[config.mk]
export PLATFORM = sky130hd
export DESIGN_NAME = obb_box_frame
export DESIGN_NICKNAME = d
export VERILOG_FILES = /design/src/obb_pkg.sv /design/src/obb_box_frame.sv
export SDC_FILE = /design/constraint.sdc
export NUM_CORES = 2
export LEC_CHECK = 0
export CORE_UTILIZATION = 61
export CTS_BUF_LIST = sky130_fd_sc_hd__clkbuf_8
export DETAILED_ROUTE_END_ITERATION = 8
export DONT_BUFFER_PORTS = 1
export HOLD_SLACK_MARGIN = 0.05
export PLACE_DENSITY_LB_ADDON = 0.3
export SETUP_SLACK_MARGIN = 0.05
export SLEW_MARGIN = 20
export SYNTH_ARGS = -nofsm -noshare
export SYNTH_HDL_FRONTEND = slang
export SYNTH_SLANG_ARGS = --single-unit
[constraint.sdc]
create_clock -name clock -period 8.75 [get_ports clock]
set_clock_uncertainty 0.05 [all_clocks]
set_input_delay 0.875 -clock clock [delete_from_list [all_inputs] [get_ports clock]]
set_output_delay 0.875 -clock clock [all_outputs]
set_load 0.005 [all_outputs]
[src/obb_pkg.sv]
// ----------------------------------------------------------------------------
// obb_pkg
// Widths, stage enables and the quarter-wave sine table used by the oriented
// box overlap test.
// ----------------------------------------------------------------------------
`default_nettype none

package obb_pkg;

   localparam int COORD_BITS     = 16;
   localparam int ANGLE_BITS     = 12;
   localparam int TRIG_FRAC_BITS = 15;

   localparam int SIZE_BITS    = COORD_BITS - 1;
   localparam int QUARTER      = 1 << (ANGLE_BITS - 2);
   localparam int RDX_BITS     = ANGLE_BITS - 2;
   localparam int ADDR_BITS    = ANGLE_BITS - 1;
   localparam int SIN_BITS     = TRIG_FRAC_BITS + 1;
   localparam int TRIG_BITS    = TRIG_FRAC_BITS + 2;
   localparam int CENTER2_BITS = COORD_BITS + TRIG_FRAC_BITS + 1;
   localparam int EXT_BITS     = TRIG_BITS + SIZE_BITS + 1;
   localparam int CORNER_BITS  = COORD_BITS + TRIG_FRAC_BITS + 4;
   localparam int PROD_BITS    = CORNER_BITS + TRIG_BITS;
   localparam int DOT_BITS     = PROD_BITS + 1;
   localparam int NUM_AXES     = 4;
   localparam int NUM_CORNERS  = 4;

   localparam logic [63:0] HALF_PI_Q62 = 64'h6487ED5110B4611A;

   typedef logic signed [TRIG_BITS-1:0]   trig_type;
   typedef logic signed [CORNER_BITS-1:0] corner_type;
   typedef logic signed [DOT_BITS-1:0]    dot_type;
   typedef logic [SIN_BITS-1:0]           sin_type;
   typedef logic [ADDR_BITS-1:0]          addr_type;
   typedef sin_type sin_table_type [QUARTER+1];

   typedef struct packed {
      logic rom;
      logic frame;
      logic corner;
      logic product;
      logic dot;
      logic bound;
      logic result;
   } stage_en_type;

   function automatic logic [63:0] mulq62(input logic [63:0] a, input logic [63:0] b);
      logic [127:0] p;
      p = {64'd0, a} * {64'd0, b};
      return p[125:62];
   endfunction

   // shift and subtract quotient, table build only
   function automatic logic [63:0] udiv64(input logic [63:0] n, input logic [63:0] d);
      logic [63:0] q;
      logic [64:0] r;
      q = '0;
      r = '0;
      for (int i = 63; i >= 0; i--) begin
         r = {r[63:0], n[i]};
         if (r >= {1'b0, d}) begin
            r = r - {1'b0, d};
            q[i] = 1'b1;
         end
      end
      return q;
   endfunction

   function automatic sin_type quarter_sin(input int steps);
      logic [127:0] p;
      logic [63:0]  x;
      logic [63:0]  x2;
      logic [63:0]  term;
      logic [63:0]  sum;
      logic [63:0]  div;
      p = 128'(steps) * {64'd0, HALF_PI_Q62};
      x = 64'(p >> (ANGLE_BITS - 2));
      x2 = mulq62(x, x);
      term = x;
      sum = x;
      for (int k = 1; k <= 20; k++) begin
         div = 64'((2 * k) * (2 * k + 1));
         term = udiv64(mulq62(term, x2), div);
         if ((k % 2) == 1) begin
            sum = sum - term;
         end else begin
            sum = sum + term;
         end
      end
      sum = (sum + (64'd1 << (61 - TRIG_FRAC_BITS))) >> (62 - TRIG_FRAC_BITS);
      return sum[SIN_BITS-1:0];
   endfunction

   function automatic sin_table_type build_sin_table();
      sin_table_type t;
      for (int i = 0; i <= QUARTER; i++) begin
         t[i] = quarter_sin(i);
      end
      return t;
   endfunction

endpackage

`default_nettype wire

[src/obb_box_frame.sv]
// ----------------------------------------------------------------------------
// obb_box_frame
// Builds one box's unit axes, scaled edge vectors and doubled corners.
// ----------------------------------------------------------------------------
`default_nettype none

module obb_box_frame (
   input  wire logic                         clock,
   input  wire obb_pkg::stage_en_type        en,
   input  wire obb_pkg::sin_type             sin0,
   input  wire obb_pkg::sin_type             cos0,
   input  wire logic [1:0]                   quad,
   input  wire logic signed [obb_pkg::COORD_BITS-1:0] center_x,
   input  wire logic signed [obb_pkg::COORD_BITS-1:0] center_y,
   input  wire logic [obb_pkg::SIZE_BITS-1:0] width,
   input  wire logic [obb_pkg::SIZE_BITS-1:0] height,
   output obb_pkg::trig_type                 cos_out,
   output obb_pkg::trig_type                 sin_out,
   output obb_pkg::corner_type               corner_x [obb_pkg::NUM_CORNERS],
   output obb_pkg::corner_type               corner_y [obb_pkg::NUM_CORNERS]
);

   localparam int CB = obb_pkg::CORNER_BITS;
   localparam int EB = obb_pkg::EXT_BITS;

   obb_pkg::trig_type c_in, s_in;
   obb_pkg::trig_type c0_ext, s0_ext;
   logic signed [obb_pkg::SIZE_BITS:0] w_sgn, h_sgn;

   obb_pkg::trig_type c_ff, s_ff, c2_ff, s2_ff;
   logic signed [obb_pkg::EXT_BITS-1:0] ex_ff, ey_ff, fx_ff, fy_ff;
   logic signed [obb_pkg::CENTER2_BITS-1:0] cx2_ff, cy2_ff;
   obb_pkg::corner_type cx_ff [obb_pkg::NUM_CORNERS];
   obb_pkg::corner_type cy_ff [obb_pkg::NUM_CORNERS];

   assign c0_ext = $signed({1'b0, cos0});
   assign s0_ext = $signed({1'b0, sin0});
   assign w_sgn  = $signed({1'b0, width});
   assign h_sgn  = $signed({1'b0, height});

   // quadrant symmetry
   always_comb begin
      case (quad)
         2'd0: begin
            c_in = c0_ext;
            s_in = s0_ext;
         end
         2'd1: begin
            c_in = -s0_ext;
            s_in = c0_ext;
         end
         2'd2: begin
            c_in = -c0_ext;
            s_in = -s0_ext;
         end
         default: begin
            c_in = s0_ext;
            s_in = -c0_ext;
         end
      endcase
   end

   always_ff @(posedge clock) begin
      if (en.frame) begin
         c_ff   <= c_in;
         s_ff   <= s_in;
         ex_ff  <= EB'(c_in) * EB'(w_sgn);
         ey_ff  <= EB'(s_in) * EB'(w_sgn);
         fx_ff  <= -(EB'(s_in) * EB'(h_sgn));
         fy_ff  <= EB'(c_in) * EB'(h_sgn);
         cx2_ff <= obb_pkg::CENTER2_BITS'(center_x) <<< (obb_pkg::TRIG_FRAC_BITS + 1);
         cy2_ff <= obb_pkg::CENTER2_BITS'(center_y) <<< (obb_pkg::TRIG_FRAC_BITS + 1);
      end
   end

   always_ff @(posedge clock) begin
      if (en.corner) begin
         c2_ff <= c_ff;
         s2_ff <= s_ff;
         for (int i = 0; i < obb_pkg::NUM_CORNERS; i++) begin
            cx_ff[i] <= CB'(cx2_ff)
                      + (((i % 2) == 1) ? CB'(ex_ff) : -CB'(ex_ff))
                      + (((i / 2) == 1) ? CB'(fx_ff) : -CB'(fx_ff));
            cy_ff[i] <= CB'(cy2_ff)
                      + (((i % 2) == 1) ? CB'(ey_ff) : -CB'(ey_ff))
                      + (((i / 2) == 1) ? CB'(fy_ff) : -CB'(fy_ff));
         end
      end
   end

   assign cos_out  = c2_ff;
   assign sin_out  = s2_ff;
   assign corner_x = cx_ff;
   assign corner_y = cy_ff;

endmodule

`default_nettype wire

# Word-level counts from Yosys, hierarchy flattened
# Cells that the tools add are included.
# totals
regBits	512
output_inout_bits	314
in_bits	104
# op_classes
n_reduce_logical	1
mul	4
eq_ne	2
mux	2
n_addsub	19
# ops
operator	count
33-bit negator with 35-bit output	4
17-bit by 16-bit multiplier with 33-bit output	4
17-bit case mux with 3 select lines	2
32-bit by 35-bit adder with 35-bit output	2
34-bit by 33-bit adder with 35-bit output	2
34-bit by 35-bit adder with 35-bit output	2
35-bit by 33-bit adder with 35-bit output	2
35-bit adder	2
32-bit by 33-bit adder with 34-bit output	2
16-bit negator with 17-bit output	2
33-bit negator	1
2-bit by 1-bit equality test with 1-bit output, second input constant	1
2-bit equality test, second input constant	1
2-bit zero test	1

# Depth between registers and ports, before layout
# depth
depth_word	4
ltp_mapped	35

# Worst setup path before layout
# No wires, ideal clock.
# synth_path
path_kind	input to register
start	input sin0[0]
end	register fx_ff[31] (netlist name) (data pin)
n_path_buf	1
required_ns	8.431
stages	32
arrival_ns	8.885
path_slack_ns	-0.453
setup_time_ns	0.269
cell_sequence	inv_1 -> ha_1 -> or3b_2 -> or3_1 -> or3_1 -> nor2_1 -> nand2_1 -> o31ai_1 -> xor2_1 -> o21ai_0 -> clkbuf_1 -> nand2_1 -> fa_1 -> inv_1 -> fa_1 -> fa_1 -> inv_1 -> fa_1 -> fa_1 -> inv_1 -> fa_1 -> inv_1 -> ha_1 -> and3_1 -> a221o_1 -> a21oi_1 -> a2bb2oi_1 -> o31ai_1 -> a21o_1 -> a2111oi_0 -> o31ai_1 -> xor2_1
# synth_between
elab_chain_len	4
# synth_rtl
item	line	text
start, declared	obb_box_frame.sv:10	input wire obb_pkg::sin_type sin0,
16-bit negator with 17-bit output	obb_box_frame.sv:54	s_in = -s0_ext;
17-bit case mux with 3 select lines (*)	obb_box_frame.sv:43	case (quad)
17-bit by 16-bit multiplier with 33-bit output (*)	obb_box_frame.sv:69	fx_ff <= -(EB'(s_in) * EB'(h_sgn));
33-bit negator (*)	obb_box_frame.sv:69	
end signal, assigned	obb_box_frame.sv:69	
end, declared	obb_box_frame.sv:31	logic signed [obb_pkg::EXT_BITS-1:0] ex_ff, ey_ff, fx_ff, fy_ff;
# Every way passes the cells marked *; elsewhere a longest branch is shown, timed or not.
# A chain may end at the register's enable or synchronous reset.

# Worst setup path in the final report
# layout_path
start	input sin0[0]
end	register fx_ff[26] (netlist name) (data pin)
# Same word-level chain as after synthesis.

==> impl_metrics.env <==
export IMPL_cap_viol_max_count=0
export IMPL_hp_start="en[5]"
export IMPL_grt_pass1_vias=57995
export IMPL_synth_fa_ha_area_frac=0.398
export IMPL_critPathKind="primary input to flip-flop"
export IMPL_crit_path_top_delay_cell="fa_1"
export IMPL_globalRouteOverflowTotal=0
export IMPL_cp_endpoint="fx_ff[26]"
export IMPL_synth_edf_count=506
export IMPL_numCtsBuffers=87
export IMPL_syn_nets=9615
export IMPL_nFillCells=9540
export IMPL_synth_ff_type="edfxtp_1"
export IMPL_fmax_mhz=118
export IMPL_synth_xor_area_frac=0.0641
export IMPL_end_kind="flip-flop"
export IMPL_ctsHtreeMaxLevel=3
export IMPL_vias_per_cell=5.80
export IMPL_r2r_start="fy_ff[1]"
export IMPL_setup_ws_ps=259
export IMPL_synth_ff_latch_count=506
export IMPL_clock_latency_ps=820
export IMPL_grt_max_degree=309
export IMPL_place_hpwl_um=160000
export IMPL_finalHoldViolations=0
export IMPL_cp_start_kind="primary input"
export IMPL_synthArstFlopShare=0
export IMPL_path_clk_slew_ps=60
export IMPL_slew_violations=130
export IMPL_outcome="complete, but fails checks"
export IMPL_worst_pin_slew_ps=1820
export IMPL_r2r_cells=17
export IMPL_setup_viol=0
export IMPL_root_buffer="clkbuf_8"
export IMPL_synth_mux_area_frac=0.00155
export IMPL_final_util=0.670
export IMPL_cp_slowest_stage_delay_ps=570
export IMPL_drt_total_wl_um=197000
export IMPL_fin_setup_tns_ps=0
export IMPL_cp_max_fo=8
export IMPL_max_slew_margin=-0.217
export IMPL_rows=127
export IMPL_final_cell_mix="inv_1, fa_1, nand2_1"
export IMPL_cp_num_cells=33
export IMPL_synth_compound_area_frac=0.106
export IMPL_regToRegSetupSlack_ps=1850
export IMPL_r2r_end="corner_y[104]"
export IMPL_synth_avg_cell_area_um2=9.58
export IMPL_syn_inst=7772
export IMPL_yosys_cell_types_count=79
export IMPL_failed_checks="max-slew violations"
export IMPL_critical_path_top_delay_family="adder cells"
export IMPL_start_util=0.618
export IMPL_synth_top_family_by_area="adder cells"
export IMPL_io_pins=418
export IMPL_startpoint="sin0[0]"
export IMPL_place_congestion=0.987
export IMPL_hp_class="primary input to flip-flop"
export IMPL_portBuffers=0
export IMPL_syn2layout_area_growth_pct=8.39
export IMPL_cts_sinks=506
export IMPL_chipWidth_um=351
export IMPL_grt_pass1_wl_um=311000
export IMPL_final_nets=9799
export IMPL_yosys_area_share_simple=0.143
export IMPL_post_route_min_period_ps=8490
export IMPL_syn_cell_area_um2=74400
export IMPL_dp_worst_setup_slack_ps=-873
export IMPL_required_ps=9350
export IMPL_detail_route_iter0_violations=4517
export IMPL_final_common_cell="inv_1"
export IMPL_yosysWarningCount=0
export IMPL_track_usage=0.323
export IMPL_multiInputGateArea_um2=53400
export IMPL_critPathArrivalTime_ps=9100
export IMPL_post_route_period_util=0.970
export IMPL_vias=55896
export IMPL_die_area_um2=123000
export IMPL_crit_top_cell="fa_1"
export IMPL_postRouteAntennaNets=0
export IMPL_clk_path_buf_depth=3
export IMPL_holdWs_ps=123
export IMPL_drc=0
export IMPL_core_area_um2=120000
export IMPL_drive_gt1_frac=0.0732
export IMPL_die_h_um=351
export IMPL_cts_tree="done"
export IMPL_drtPass1Iterations=8
export IMPL_yosysSeqAreaShare=0.204
export IMPL_seq_area_um2=15200
export IMPL_crit_buf_inv=8
export IMPL_antenna_found_initial=23
export IMPL_wl_per_cell_um=20.4
==> metrics by stage <==
stage	std cells	area, um^2
3_5_place_dp	9461	78500
3_3_place_gp	9461	78500
2_1_floorplan	7772	74600
6_report	9642	80700
4_1_cts	9633	80500
5_1_grt	9640	80700
==> cells by family after synthesis <==
family / Yosys count
AO/OA/AOI/OAI: 1205
XOR/XNOR: 545
adder cells (fa/ha/maj): 1739
buffers and inverters: 1652
flip-flops: 506
multiplexers: 9
AND/OR/NAND/NOR: 2116
==> how the worst min path moves through the flow <==
stage                       end  slack [ps]  depth (start not counted)
finish                 s_ff[15]         120                          0
global route         cx2_ff[28]          90                          0
CTS                  cx2_ff[28]          50                          0
detailed placement  cos_out[16]         360                          0
global placement    cos_out[11]         360                          0
floorplan            cos_out[0]         350                          0
==> layout make-up <==
type	count	area share
Inverter	1382	0.0643
Clock inverter	68	0.00754
Tap cell	1612	0.0250
Sequential cell	506	0.188
Multi-Input combinational cell	5614	0.662
Clock buffer	88	0.0150
Timing Repair Buffer	365	0.0373
Antenna cell	7	0.000217
==> Yosys cell counts (27+ instances only) <==
cell / count / area (um^2)
and3_1: 44 / 275
and2_1: 532 / 3330
a21o_1: 171 / 1280
a31oi_1: 38 / 238
ha_1: 696 / 8710
nand3_1: 86 / 430
o21a_1: 68 / 510
o21bai_1: 60 / 450
nor4_1: 27 / 169
nand2_1: 729 / 2740
fa_1: 1043 / 20900
nor2_1: 291 / 1090
xnor2_1: 399 / 3490
nand2b_1: 70 / 438
nor2b_1: 52 / 325
o211ai_1: 29 / 218
xor2_1: 146 / 1280
inv_1: 1382 / 5190
a21oi_1: 355 / 1780
nand4_1: 29 / 181
nor3_1: 113 / 566
o21ai_0: 202 / 1010
a211oi_1: 46 / 345
clkbuf_1: 250 / 938
edfxtp_1: 506 / 15200
or3_1: 45 / 282
==> metal layers <==
layer / global-route usage / share of wire / routed length (um) / up-vias
met4: 0.113 / 0.032 / 6350 / 16
li1: - / - / - / 25689
met2: 0.529 / 0.47 / 92200 / 2127
met1: 0.432 / 0.41 / 81500 / 27699
met5: 0 / 0.00048 / 94 / -
met3: 0.0584 / 0.084 / 16500 / 365
==> sequential cells by signal (all words and copies together) (netlist names) <==
signal and flops:
fx_ff 33, cx2_ff 16, cy2_ff 16, cos_out 17, ey_ff 33, corner_y 137
c_ff 17, fy_ff 33, s_ff 17, ex_ff 33, sin_out 17, corner_x 137
==> timing repair <==
item	CTS	global route
gates cloned	0	0
resized for setup	1	37
endpoints found under the hold margin	16	0
hold buffers	16	0
buffers inserted	0	2
pin swaps	0	12
setup endpoints to repair	1	28
Power is left out: the tool's default activity adds up to more than one toggle a clock period on the data nets, which glitch-free logic cannot reach.
